## config.mk

```make
export PLATFORM = sky130hd
export DESIGN_NAME = best_fit_block_allocator_flat
export DESIGN_NICKNAME = d
export VERILOG_FILES = /design/src/rtl/bfba_pkg.sv /design/src/rtl/bfba_req_if.sv /design/src/rtl/bfba_res_if.sv /design/src/rtl/bfba_apb_regs.sv /design/src/rtl/best_fit_block_allocator.sv /design/src/flat_wrapper.sv
export SDC_FILE = /design/constraint.sdc
export NUM_CORES = 1
export LEC_CHECK = 0
export BUFFER_PORTS_ARGS = -buffer_cell sky130_fd_sc_hd__buf_4
export CAP_MARGIN = 20
export CORE_MARGIN = 1
export CORE_UTILIZATION = 40
export CTS_CLUSTER_DIAMETER = 100
export CTS_CLUSTER_SIZE = 10
export DETAILED_ROUTE_END_ITERATION = 10
export HOLD_SLACK_MARGIN = 0.08
export MAX_ROUTING_LAYER = met4
export PLACE_DENSITY_LB_ADDON = 0.1
export SYNTH_ARGS = -nofsm -noshare
export SYNTH_HDL_FRONTEND = slang
export SYNTH_SLANG_ARGS = --single-unit
export TNS_END_PERCENT = 50
```

## constraint.sdc

```tcl
create_clock -name clk -period 4 [get_ports clk]
set_input_delay 0.6 -clock clk [delete_from_list [all_inputs] [get_ports clk]]
set_output_delay 0.6 -clock clk [all_outputs]
set_load 0.005 [all_outputs]
```

## src/rtl/bfba_pkg.sv

```systemverilog
`default_nettype none

package bfba_pkg;

    // field widths of the item channels
    localparam int OP_W      = 1;
    localparam int SLOT_W    = 4;
    localparam int SIZE_IN_W = 16;
    localparam int TOTAL_W   = 20;

    // saturation ceiling of the free total
    localparam logic [TOTAL_W-1:0] TOTAL_MAX = 20'hFFFFF;

    // item opcodes
    localparam logic [OP_W-1:0] OP_WRITE   = 1'b0;
    localparam logic [OP_W-1:0] OP_REQUEST = 1'b1;

    // register port
    localparam int PADDR_W = 3;
    localparam int PDATA_W = 32;
    localparam int CFG_W   = 5;

    // word index of each register (paddr bit 2)
    localparam logic REG_BLOCKS_IN_USE = 1'b0;

    localparam logic [CFG_W-1:0] BLOCKS_IN_USE_RESET = 5'd16;

endpackage

`default_nettype wire

```

## src/rtl/bfba_req_if.sv

```systemverilog
`default_nettype none

// request channel: block writes and allocation requests
interface bfba_req_if;
    logic                               valid;
    logic                               ready;
    logic [bfba_pkg::OP_W-1:0]          op;
    logic [bfba_pkg::SLOT_W-1:0]        block_slot;
    logic [bfba_pkg::SIZE_IN_W-1:0]     size_value;

    modport source (output valid, op, block_slot, size_value, input ready);
    modport sink   (input valid, op, block_slot, size_value, output ready);
endinterface

`default_nettype wire

```

## src/rtl/bfba_res_if.sv

```systemverilog
`default_nettype none

// result channel: one transfer per allocation request
interface bfba_res_if;
    logic                               valid;
    logic                               ready;
    logic                               granted;
    logic [bfba_pkg::SLOT_W-1:0]        chosen_block;
    logic [bfba_pkg::TOTAL_W-1:0]       free_total;

    modport source (output valid, granted, chosen_block, free_total, input ready);
    modport sink   (input valid, granted, chosen_block, free_total, output ready);
endinterface

`default_nettype wire

```

## src/rtl/bfba_apb_regs.sv

```systemverilog
`default_nettype none

module bfba_apb_regs #(
    parameter int MAX_BLOCKS = 16,
    parameter int CNT_W      = 5
) (
    input  wire logic                           clk,
    input  wire logic                           rst_n,
    input  wire logic                           psel,
    input  wire logic                           penable,
    input  wire logic                           pwrite,
    input  wire logic [bfba_pkg::PADDR_W-1:0]   paddr,
    input  wire logic [bfba_pkg::PDATA_W-1:0]   pwdata,
    output logic      [bfba_pkg::PDATA_W-1:0]   prdata,
    output logic                                pready,
    output logic      [CNT_W-1:0]               n_active
);

    localparam int CMP_W = (CNT_W > bfba_pkg::CFG_W) ? CNT_W : bfba_pkg::CFG_W;

    logic [bfba_pkg::CFG_W-1:0] blocks_in_use_reg;
    logic [bfba_pkg::CFG_W-1:0] blocks_in_use_next;
    logic                       wr_en;
    logic [CMP_W-1:0]           cfg_ext;
    logic [CMP_W-1:0]           max_ext;

    assign pready = 1'b1;
    assign wr_en  = psel && penable && pwrite && (paddr[2] == bfba_pkg::REG_BLOCKS_IN_USE);

    // register write
    always_comb
    begin
        blocks_in_use_next = blocks_in_use_reg;
        if (wr_en)
        begin
            blocks_in_use_next = pwdata[bfba_pkg::CFG_W-1:0];
        end
    end

    always_ff @(posedge clk or negedge rst_n)
    begin
        if (!rst_n)
        begin
            blocks_in_use_reg <= bfba_pkg::BLOCKS_IN_USE_RESET;
        end
        else
        begin
            blocks_in_use_reg <= blocks_in_use_next;
        end
    end

    // read back
    always_comb
    begin
        prdata = '0;
        if (paddr[2] == bfba_pkg::REG_BLOCKS_IN_USE)
        begin
            prdata = bfba_pkg::PDATA_W'(blocks_in_use_reg);
        end
    end

    // entries taking part, clipped to the table depth
    assign cfg_ext  = CMP_W'(blocks_in_use_reg);
    assign max_ext  = CMP_W'(MAX_BLOCKS);
    assign n_active = (cfg_ext > max_ext) ? max_ext[CNT_W-1:0] : cfg_ext[CNT_W-1:0];

endmodule

`default_nettype wire

```

## src/rtl/best_fit_block_allocator.sv

```systemverilog
// Best-fit block allocator. A write transfer (op 0) loads the free size of one
// table entry and gives no result; a slot beyond the table is ignored. A
// request transfer (op 1) scans the first blocks_in_use entries (at most the
// table depth), picks the smallest free size that still covers the request
// (lowest index on a tie), subtracts the request from it and returns granted,
// the chosen index and the total free space of the entries in use. A failed
// request halts the allocator: later requests are refused until the next block
// write. The free sizes sit in one memory with a registered read port that is
// scanned one entry per cycle; each entry is compared once its registered read
// returns, and an update state then writes the chosen entry and registers the
// result; no new transfer is taken before then. While an earlier result still
// waits on the result channel, the table update and the new result wait with
// it for as long as it stays untaken. Entries read before they were ever
// written return unspecified sizes; there is no clearing pass after reset.
// blocks_in_use sits at byte address 0 of the register port.
`default_nettype none

module best_fit_block_allocator #(
    parameter int MAX_BLOCKS = 16,
    parameter int SIZE_BITS  = 16
) (
    input  wire logic                           clk,
    input  wire logic                           rst_n,
    input  wire logic                           psel,
    input  wire logic                           penable,
    input  wire logic                           pwrite,
    input  wire logic [bfba_pkg::PADDR_W-1:0]   paddr,
    input  wire logic [bfba_pkg::PDATA_W-1:0]   pwdata,
    output logic      [bfba_pkg::PDATA_W-1:0]   prdata,
    output logic                                pready,
    bfba_req_if.sink                            req,
    bfba_res_if.source                          res
);

    localparam int IDX_W = $clog2(MAX_BLOCKS);
    localparam int CNT_W = $clog2(MAX_BLOCKS + 1);
    localparam int SUM_W = SIZE_BITS + IDX_W;
    localparam int CMP_W = (SUM_W > bfba_pkg::TOTAL_W) ? SUM_W : bfba_pkg::TOTAL_W;

    localparam logic [1:0] ST_IDLE   = 2'd0;
    localparam logic [1:0] ST_SCAN   = 2'd1;
    localparam logic [1:0] ST_UPDATE = 2'd2;

    // control
    logic [1:0]                     state_reg, state_next;
    logic [CNT_W-1:0]               idx_reg, idx_next;
    logic                           pend_reg, pend_next;
    logic                           found_reg, found_next;
    logic                           halted_reg, halted_next;
    logic                           out_valid_reg, out_valid_next;

    // datapath
    logic [IDX_W-1:0]               pend_idx_reg, pend_idx_next;
    logic [SUM_W-1:0]               sum_reg, sum_next;
    logic [IDX_W-1:0]               best_idx_reg, best_idx_next;
    logic [SIZE_BITS-1:0]           best_size_reg, best_size_next;
    logic [SIZE_BITS-1:0]           size_reg, size_next;
    logic [CNT_W-1:0]               n_reg, n_next;
    logic                           granted_reg, granted_next;
    logic [bfba_pkg::SLOT_W-1:0]    chosen_reg, chosen_next;
    logic [bfba_pkg::TOTAL_W-1:0]   total_reg, total_next;

    // memory port
    logic [SIZE_BITS-1:0]           block_free [MAX_BLOCKS];
    logic [SIZE_BITS-1:0]           rd_data_reg;
    logic [IDX_W-1:0]               rd_addr;
    logic                           mem_we;
    logic [IDX_W-1:0]               mem_waddr;
    logic [SIZE_BITS-1:0]           mem_wdata;

    logic [CNT_W-1:0]               n_active;
    logic                           req_fire;
    logic                           slot_ok;
    logic [SIZE_BITS-1:0]           size_in;
    logic                           scan_issue;
    logic                           out_free;
    logic [SUM_W-1:0]               total_diff;
    logic [CMP_W-1:0]               total_ext;

    bfba_apb_regs #(
        .MAX_BLOCKS (MAX_BLOCKS),
        .CNT_W      (CNT_W)
    ) u_regs (
        .clk      (clk),
        .rst_n    (rst_n),
        .psel     (psel),
        .penable  (penable),
        .pwrite   (pwrite),
        .paddr    (paddr),
        .pwdata   (pwdata),
        .prdata   (prdata),
        .pready   (pready),
        .n_active (n_active)
    );

    assign req.ready  = (state_reg == ST_IDLE);
    assign req_fire   = req.valid && req.ready;
    assign slot_ok    = (32'(req.block_slot) < MAX_BLOCKS);
    assign size_in    = SIZE_BITS'(req.size_value);
    assign scan_issue = (idx_reg < n_reg);
    assign rd_addr    = idx_reg[IDX_W-1:0];
    assign out_free   = !out_valid_reg || res.ready;

    // free total after the step, saturated in the update state
    assign total_diff = sum_reg - (found_reg ? SUM_W'(size_reg) : '0);
    assign total_ext  = CMP_W'(total_diff);

    // sequencer
    always_comb
    begin
        state_next     = state_reg;
        idx_next       = idx_reg;
        pend_next      = 1'b0;
        found_next     = found_reg;
        halted_next    = halted_reg;
        pend_idx_next  = pend_idx_reg;
        sum_next       = sum_reg;
        best_idx_next  = best_idx_reg;
        best_size_next = best_size_reg;
        size_next      = size_reg;
        n_next         = n_reg;
        mem_we         = 1'b0;
        mem_waddr      = best_idx_reg;
        mem_wdata      = best_size_reg - size_reg;
        out_valid_next = out_valid_reg && !res.ready;
        granted_next   = granted_reg;
        chosen_next    = chosen_reg;
        total_next     = total_reg;

        case (state_reg)
            ST_IDLE:
            begin
                if (req_fire)
                begin
                    if (req.op == bfba_pkg::OP_REQUEST)
                    begin
                        idx_next       = '0;
                        found_next     = 1'b0;
                        sum_next       = '0;
                        best_idx_next  = '0;
                        best_size_next = '0;
                        size_next      = size_in;
                        n_next         = n_active;
                        state_next     = ST_SCAN;
                    end
                    else if (slot_ok)
                    begin
                        // block write restarts a halted run
                        mem_we      = 1'b1;
                        mem_waddr   = IDX_W'(req.block_slot);
                        mem_wdata   = size_in;
                        halted_next = 1'b0;
                    end
                end
            end

            ST_SCAN:
            begin
                // issue one read per cycle
                if (scan_issue)
                begin
                    idx_next      = CNT_W'(idx_reg + 1'b1);
                    pend_next     = 1'b1;
                    pend_idx_next = idx_reg[IDX_W-1:0];
                end
                // compare the entry read last cycle
                if (pend_reg)
                begin
                    sum_next = sum_reg + SUM_W'(rd_data_reg);
                    if (!halted_reg && (rd_data_reg >= size_reg)
                        && (!found_reg || (rd_data_reg < best_size_reg)))
                    begin
                        found_next     = 1'b1;
                        best_idx_next  = pend_idx_reg;
                        best_size_next = rd_data_reg;
                    end
                end
                if (!scan_issue && !pend_reg)
                begin
                    state_next = ST_UPDATE;
                end
            end

            ST_UPDATE:
            begin
                if (out_free)
                begin
                    if (found_reg)
                    begin
                        mem_we = 1'b1;
                    end
                    else
                    begin
                        halted_next = 1'b1;
                    end
                    out_valid_next = 1'b1;
                    granted_next   = found_reg;
                    chosen_next    = found_reg ? bfba_pkg::SLOT_W'(best_idx_reg) : '0;
                    total_next     = (total_ext > CMP_W'(bfba_pkg::TOTAL_MAX))
                                     ? bfba_pkg::TOTAL_MAX
                                     : bfba_pkg::TOTAL_W'(total_ext);
                    state_next     = ST_IDLE;
                end
            end

            default:
            begin
                state_next = ST_IDLE;
            end
        endcase
    end

    // control registers
    always_ff @(posedge clk or negedge rst_n)
    begin
        if (!rst_n)
        begin
            state_reg     <= ST_IDLE;
            idx_reg       <= '0;
            pend_reg      <= 1'b0;
            found_reg     <= 1'b0;
            halted_reg    <= 1'b0;
            out_valid_reg <= 1'b0;
        end
        else
        begin
            state_reg     <= state_next;
            idx_reg       <= idx_next;
            pend_reg      <= pend_next;
            found_reg     <= found_next;
            halted_reg    <= halted_next;
            out_valid_reg <= out_valid_next;
        end
    end

    // datapath registers
    always_ff @(posedge clk)
    begin
        pend_idx_reg  <= pend_idx_next;
        sum_reg       <= sum_next;
        best_idx_reg  <= best_idx_next;
        best_size_reg <= best_size_next;
        size_reg      <= size_next;
        n_reg         <= n_next;
        granted_reg   <= granted_next;
        chosen_reg    <= chosen_next;
        total_reg     <= total_next;
    end

    // free size table, registered read
    always_ff @(posedge clk)
    begin
        if (mem_we)
        begin
            block_free[mem_waddr] <= mem_wdata;
        end
        rd_data_reg <= block_free[rd_addr];
    end

    // result channel
    assign res.valid        = out_valid_reg;
    assign res.granted      = granted_reg;
    assign res.chosen_block = chosen_reg;
    assign res.free_total   = total_reg;

endmodule

`default_nettype wire

```

## src/flat_wrapper.sv

```systemverilog
// flat-port wrapper written by rule: the top's interface ports become plain ports
module best_fit_block_allocator_flat 
#(
    parameter int MAX_BLOCKS = 16,
    parameter int SIZE_BITS  = 16
)
  (clk, rst_n, psel, penable, pwrite, paddr, pwdata, prdata, pready, req_valid, req_op, req_block_slot, req_size_value, req_ready, res_valid, res_granted, res_chosen_block, res_free_total, res_ready);
  bfba_req_if req_i ();
  bfba_res_if res_i ();
  input  wire logic clk;
  input  wire logic rst_n;
  input  wire logic psel;
  input  wire logic penable;
  input  wire logic pwrite;
  input  wire logic [bfba_pkg::PADDR_W-1:0] paddr;
  input  wire logic [bfba_pkg::PDATA_W-1:0] pwdata;
  output logic      [bfba_pkg::PDATA_W-1:0] prdata;
  output logic pready;
  input wire logic [$bits(req_i.valid)-1:0] req_valid;
  input wire logic [$bits(req_i.op)-1:0] req_op;
  input wire logic [$bits(req_i.block_slot)-1:0] req_block_slot;
  input wire logic [$bits(req_i.size_value)-1:0] req_size_value;
  output wire logic [$bits(req_i.ready)-1:0] req_ready;
  output wire logic [$bits(res_i.valid)-1:0] res_valid;
  output wire logic [$bits(res_i.granted)-1:0] res_granted;
  output wire logic [$bits(res_i.chosen_block)-1:0] res_chosen_block;
  output wire logic [$bits(res_i.free_total)-1:0] res_free_total;
  input wire logic [$bits(res_i.ready)-1:0] res_ready;
  assign req_i.valid = req_valid;
  assign req_i.op = req_op;
  assign req_i.block_slot = req_block_slot;
  assign req_i.size_value = req_size_value;
  assign req_ready = req_i.ready;
  assign res_valid = res_i.valid;
  assign res_granted = res_i.granted;
  assign res_chosen_block = res_i.chosen_block;
  assign res_free_total = res_i.free_total;
  assign res_i.ready = res_ready;
  best_fit_block_allocator #(.MAX_BLOCKS(MAX_BLOCKS), .SIZE_BITS(SIZE_BITS)) u_core (.clk(clk), .rst_n(rst_n), .psel(psel), .penable(penable), .pwrite(pwrite), .paddr(paddr), .pwdata(pwdata), .prdata(prdata), .pready(pready), .req(req_i), .res(res_i));
endmodule
```

==> summary.md <==
The nature of the critical path startpoint is a register. Yosys printed 0 warnings. The maximum VDD drop was 0.000357 V. The HPWL after detailed placement is 25.3 mm.

The final-stage net count was 1409. Compared with the post-synthesis result, the final layout area differs by 14.7%. Setup repair after global routing left no endpoint under its margin. The mapped netlist covers 17400 um2. After detailed routing, the number of remaining DRC violations is 0.

Excluding fillers, the count of instances in the completed layout stands at 1869. The kind of capture point of the worst setup path was a register. The prevailing post-synth register cell is sky130_fd_sc_hd__edfxtp_1.

The number of endpoints with negative hold slack in the final report came out at 0. The logs give 123 for the I/O pin count and 45 for the largest net degree at the start of global routing. Synthesis handed over a netlist of 1142 instances. Static timing analysis puts the maximum clock frequency at 329 MHz.

The worst slack after detailed placement was 602 ps. The final worst hold slack is 229 ps, and the vias per cell is 5.15. STA puts the critical path data required time at 4380 ps. Ranked by total cell area, the synthesized netlist is headed by sky130_fd_sc_hd__edfxtp_1 60%, sky130_fd_sc_hd__mux4_2 10%, sky130_fd_sc_hd__ha_1 6.0%, sky130_fd_sc_hd__dfrtp_1 2.2%, sky130_fd_sc_hd__dfxtp_1 1.8%. The run gives 0 as the max-capacitance violation count. After global routing, the most crowded layer is met2. The endpoint identified for the worst register-to-register timing path is u_core.res.free_total[14]$_SDFFCE_PN1P_. For the area occupied by multi-input gates, the log shows 5900 um2. Chip height: 211 um. In this run the critical register-to-register path is launched from u_core.found_reg$_DFFE_PN0P_. The worst path meets setup with 959 ps of slack.

In this run the worst path has a maximum fanout of 24. The critical path is of the reg2reg type. After clock tree synthesis, the clock-pin slew on the worst setup and hold paths is 60 ps. The core region is 43100 um2.

The final period demand of the worst path is 3040 ps. The clock drives 378 sinks. The first global-routing pass estimated 60.1 mm of wire. The run finished with clean final reports. The netlist uses 66 different library cells. For this block, the routed nets add up to 39.1 mm of wire. The post-route netlist has 21.3% of its cells at a drive strength greater than 1. The antenna diode count is 0, and the post-synthesis sequential element count is 378. The run gives 76 as the number of rows in the core area.

Overall power consumption after layout is estimated at 15.7 mW. The run gives 32.2% as the worst slew slack as a fraction of its limit. The logs give 44400 um2 for the die area and 11100 um2 for the register area. In this run the mean area of a mapped cell was 15.3 um2. Number of H-tree levels: 2. The worst setup path endpoint was u_core.res.free_total[14]$_SDFFCE_PN1P_.

For met3 alone, demand over resource in global routing was 2.59%. The finished cells cover 20000 um2. Dividing total power by cell area gives a power density of 784 nW/um2.

Across all register-to-register paths, the minimum setup slack is 960 ps. Buffers added to address setup during post-CTS repair amount to 0. Counting flops with an async set or reset pin after synthesis yields a share of 4.23%. Setup total negative slack on the finished layout was measured at 0 ps. The root buffer cell is sky130_fd_sc_hd__clkbuf_16.

Including well taps, the total number of placed cells is 1796. Class of the tightest hold or removal check: in2reg. Data on the critical path arrives at its endpoint at 3420 ps.

The tools report the number of global-route vias before repair as 9819. In the global route stage, overall resource usage came out at 18.8%. In this run, the number of DRC markers left after iteration 0 of detailed routing was 684. For the detailed-routing iteration count for the pre-antenna-repair pass, the log shows 5. The share of synthesized area in the top cell type comes to 59.6%. TritonCTS built the clock tree.

The die is 211 um wide. The final critical path takes up 76.0% of the cycle. After detailed routing, the average wire length per cell comes to 20.9 um.

At the pin with the least slew margin, the transition time is 1020 ps. After filler insertion, the fill cell instance count of the layout stands at 3811. Setup violations remaining at the end of the flow were counted as 0.

For met2 alone, demand over resource in global routing was 30.7%. In this run the static leakage power is 7.28 nW. Flip-flop count of the largest register, all copies and words added: 256. The clock latency of the later-clocked register in the worst-skew pair came out at 570 ps. The final clock skew was 22.6 ps. The biggest area contributor in the post-synthesis netlist is sky130_fd_sc_hd__edfxtp_1. The total clock buffers created by CTS is 43.

In the global route stage, met1 resource usage came out at 24.7%. The post-synthesis sequential area ratio is 63.7%, and the deepest clock path buffer count is 3. Summing all placed instances gives a cell area of 18700 um2. For the final number of max-transition violations, the log shows 0.

The depth of the worst hold-timing path is 1. For the core occupancy in the finished layout, the log shows 46.4%. Counting flops with a built-in enable in the synthesized netlist gives 346.

The effective utilization at floorplan is 40.5%, and the initial antenna violation count is 0. In this run the worst setup path begins at u_core.found_reg$_DFFE_PN0P_. The total overflow left after global routing is 0. Input and output buffers added on the ports amount to 65. Across all layers, the routed design uses 9627 vias. The length in cells of the worst reg-to-reg path works out to 10.

The global placement routability congestion came out at 0.819. In this run the remaining antenna-violating nets after routing total 0.
## logic make-up (layout without fill, tap and decap cells)
family	after synthesis	after routing	share of synthesized area (%)
DFF	378	378	63.7
and+or+nand+nor	261	261	7.40
AOI/OAI and AO/OA	169	169	6.26
buffers and inverters	116	232	3.32
muxes	89	89	10.9
adders and majority gates	86	86	6.30
xor gates and xnor gates	41	41	2.06
other	2	28	0.0431
## synth_stat cells, types with 19 or more instances
library cell,count
sky130_fd_sc_hd__nand2_1,60
sky130_fd_sc_hd__nor2b_1,22
sky130_fd_sc_hd__a21oi_1,48
sky130_fd_sc_hd__xor2_1,24
sky130_fd_sc_hd__a21o_1,21
sky130_fd_sc_hd__edfxtp_1,346
sky130_fd_sc_hd__mux4_2,80
sky130_fd_sc_hd__and2_1,29
sky130_fd_sc_hd__inv_1,52
sky130_fd_sc_hd__nor2_1,72
sky130_fd_sc_hd__clkbuf_1,19
sky130_fd_sc_hd__buf_4,30
sky130_fd_sc_hd__o21ai_0,28
sky130_fd_sc_hd__ha_1,83
## power breakdown
group	switching [mW]	total (mW)	internal, mW
Combinational	3.37	6.04	2.68
Sequential	0.446	6.10	5.65
Clock	1.53	3.53	2.01
Total	5.34	15.7	10.3
## final cells by class
cell class | count | share of cell area [%]
Clock inverter | 2 | 0.163
Tap cell | 585 | 3.66
Inverter | 52 | 0.976
Multi-Input combinational cell | 674 | 29.5
Timing Repair Buffer | 111 | 4.22
Sequential cell | 378 | 55.6
Clock buffer | 67 | 5.88
## metal layers
metal  wire length (um)  part of all wire (%)  vias up
li1                   -                     -     4554
met3               1300                   3.3       59
met5                  0                     0        -
met4                885                   2.3        0
met1              17800                    45     4859
met2              19200                    49      155
## worst min-delay path by stage
stage / from / end / slack (ps)
CTS: req_size_value[15] / u_core.size_reg[15]$_DFFE_PP_ / 200
global placement: rst_n / u_core.u_regs.blocks_in_use_reg[1]$_DFFE_PN0P_ / 480
global route: req_size_value[15] / u_core.size_reg[15]$_DFFE_PP_ / 210
floorplan: rst_n / u_core.found_reg$_DFFE_PN0P_ / 300
finish: req_size_value[15] / u_core.size_reg[15]$_DFFE_PP_ / 230
detailed placement: rst_n / u_core.u_regs.blocks_in_use_reg[1]$_DFFE_PN0P_ / 480
## critical path, stage by stage, from the launching register on
cell and delay (ps):
sky130_fd_sc_hd__dfrtp_1 330, sky130_fd_sc_hd__buf_4 290, sky130_fd_sc_hd__nand2_1 200, sky130_fd_sc_hd__fa_1 480, sky130_fd_sc_hd__a21oi_1 220, sky130_fd_sc_hd__o211ai_1 170, sky130_fd_sc_hd__a31oi_1 370, sky130_fd_sc_hd__o21ai_1 180
sky130_fd_sc_hd__a21oi_1 300, sky130_fd_sc_hd__nor2_1 80, sky130_fd_sc_hd__a311oi_1 240
## repair_timing
| action | in CTS | in global routing |
|---|---|---|
| hold buffers | 1 | 0 |
| endpoints found under the hold margin | 15 | 0 |
| gates resized for setup | 0 | 0 |
## cell usage in the layout, fill, tap and decap left out, drive strengths merged, types with 5 or more instances in the layout
master  count
xor2       24
o21ai      37
buf       110
a21boi      5
a31oi      11
nor2b      22
edfxtp    346
a21o       21
conb       28
nand2b     11
nand2      60
and2       29
a21oi      49
ha         83
nor2       72
clkbuf     67
and3        7
nand4       8
nor3       13
dfrtp      15
nand3      17
inv        52
xnor2      17
nor3b       5
a211oi      6
o21a        7
o21bai      7
dfxtp      16
mux4       80
mux2        5
No activity file was read; power rests on OpenSTA's default activity.
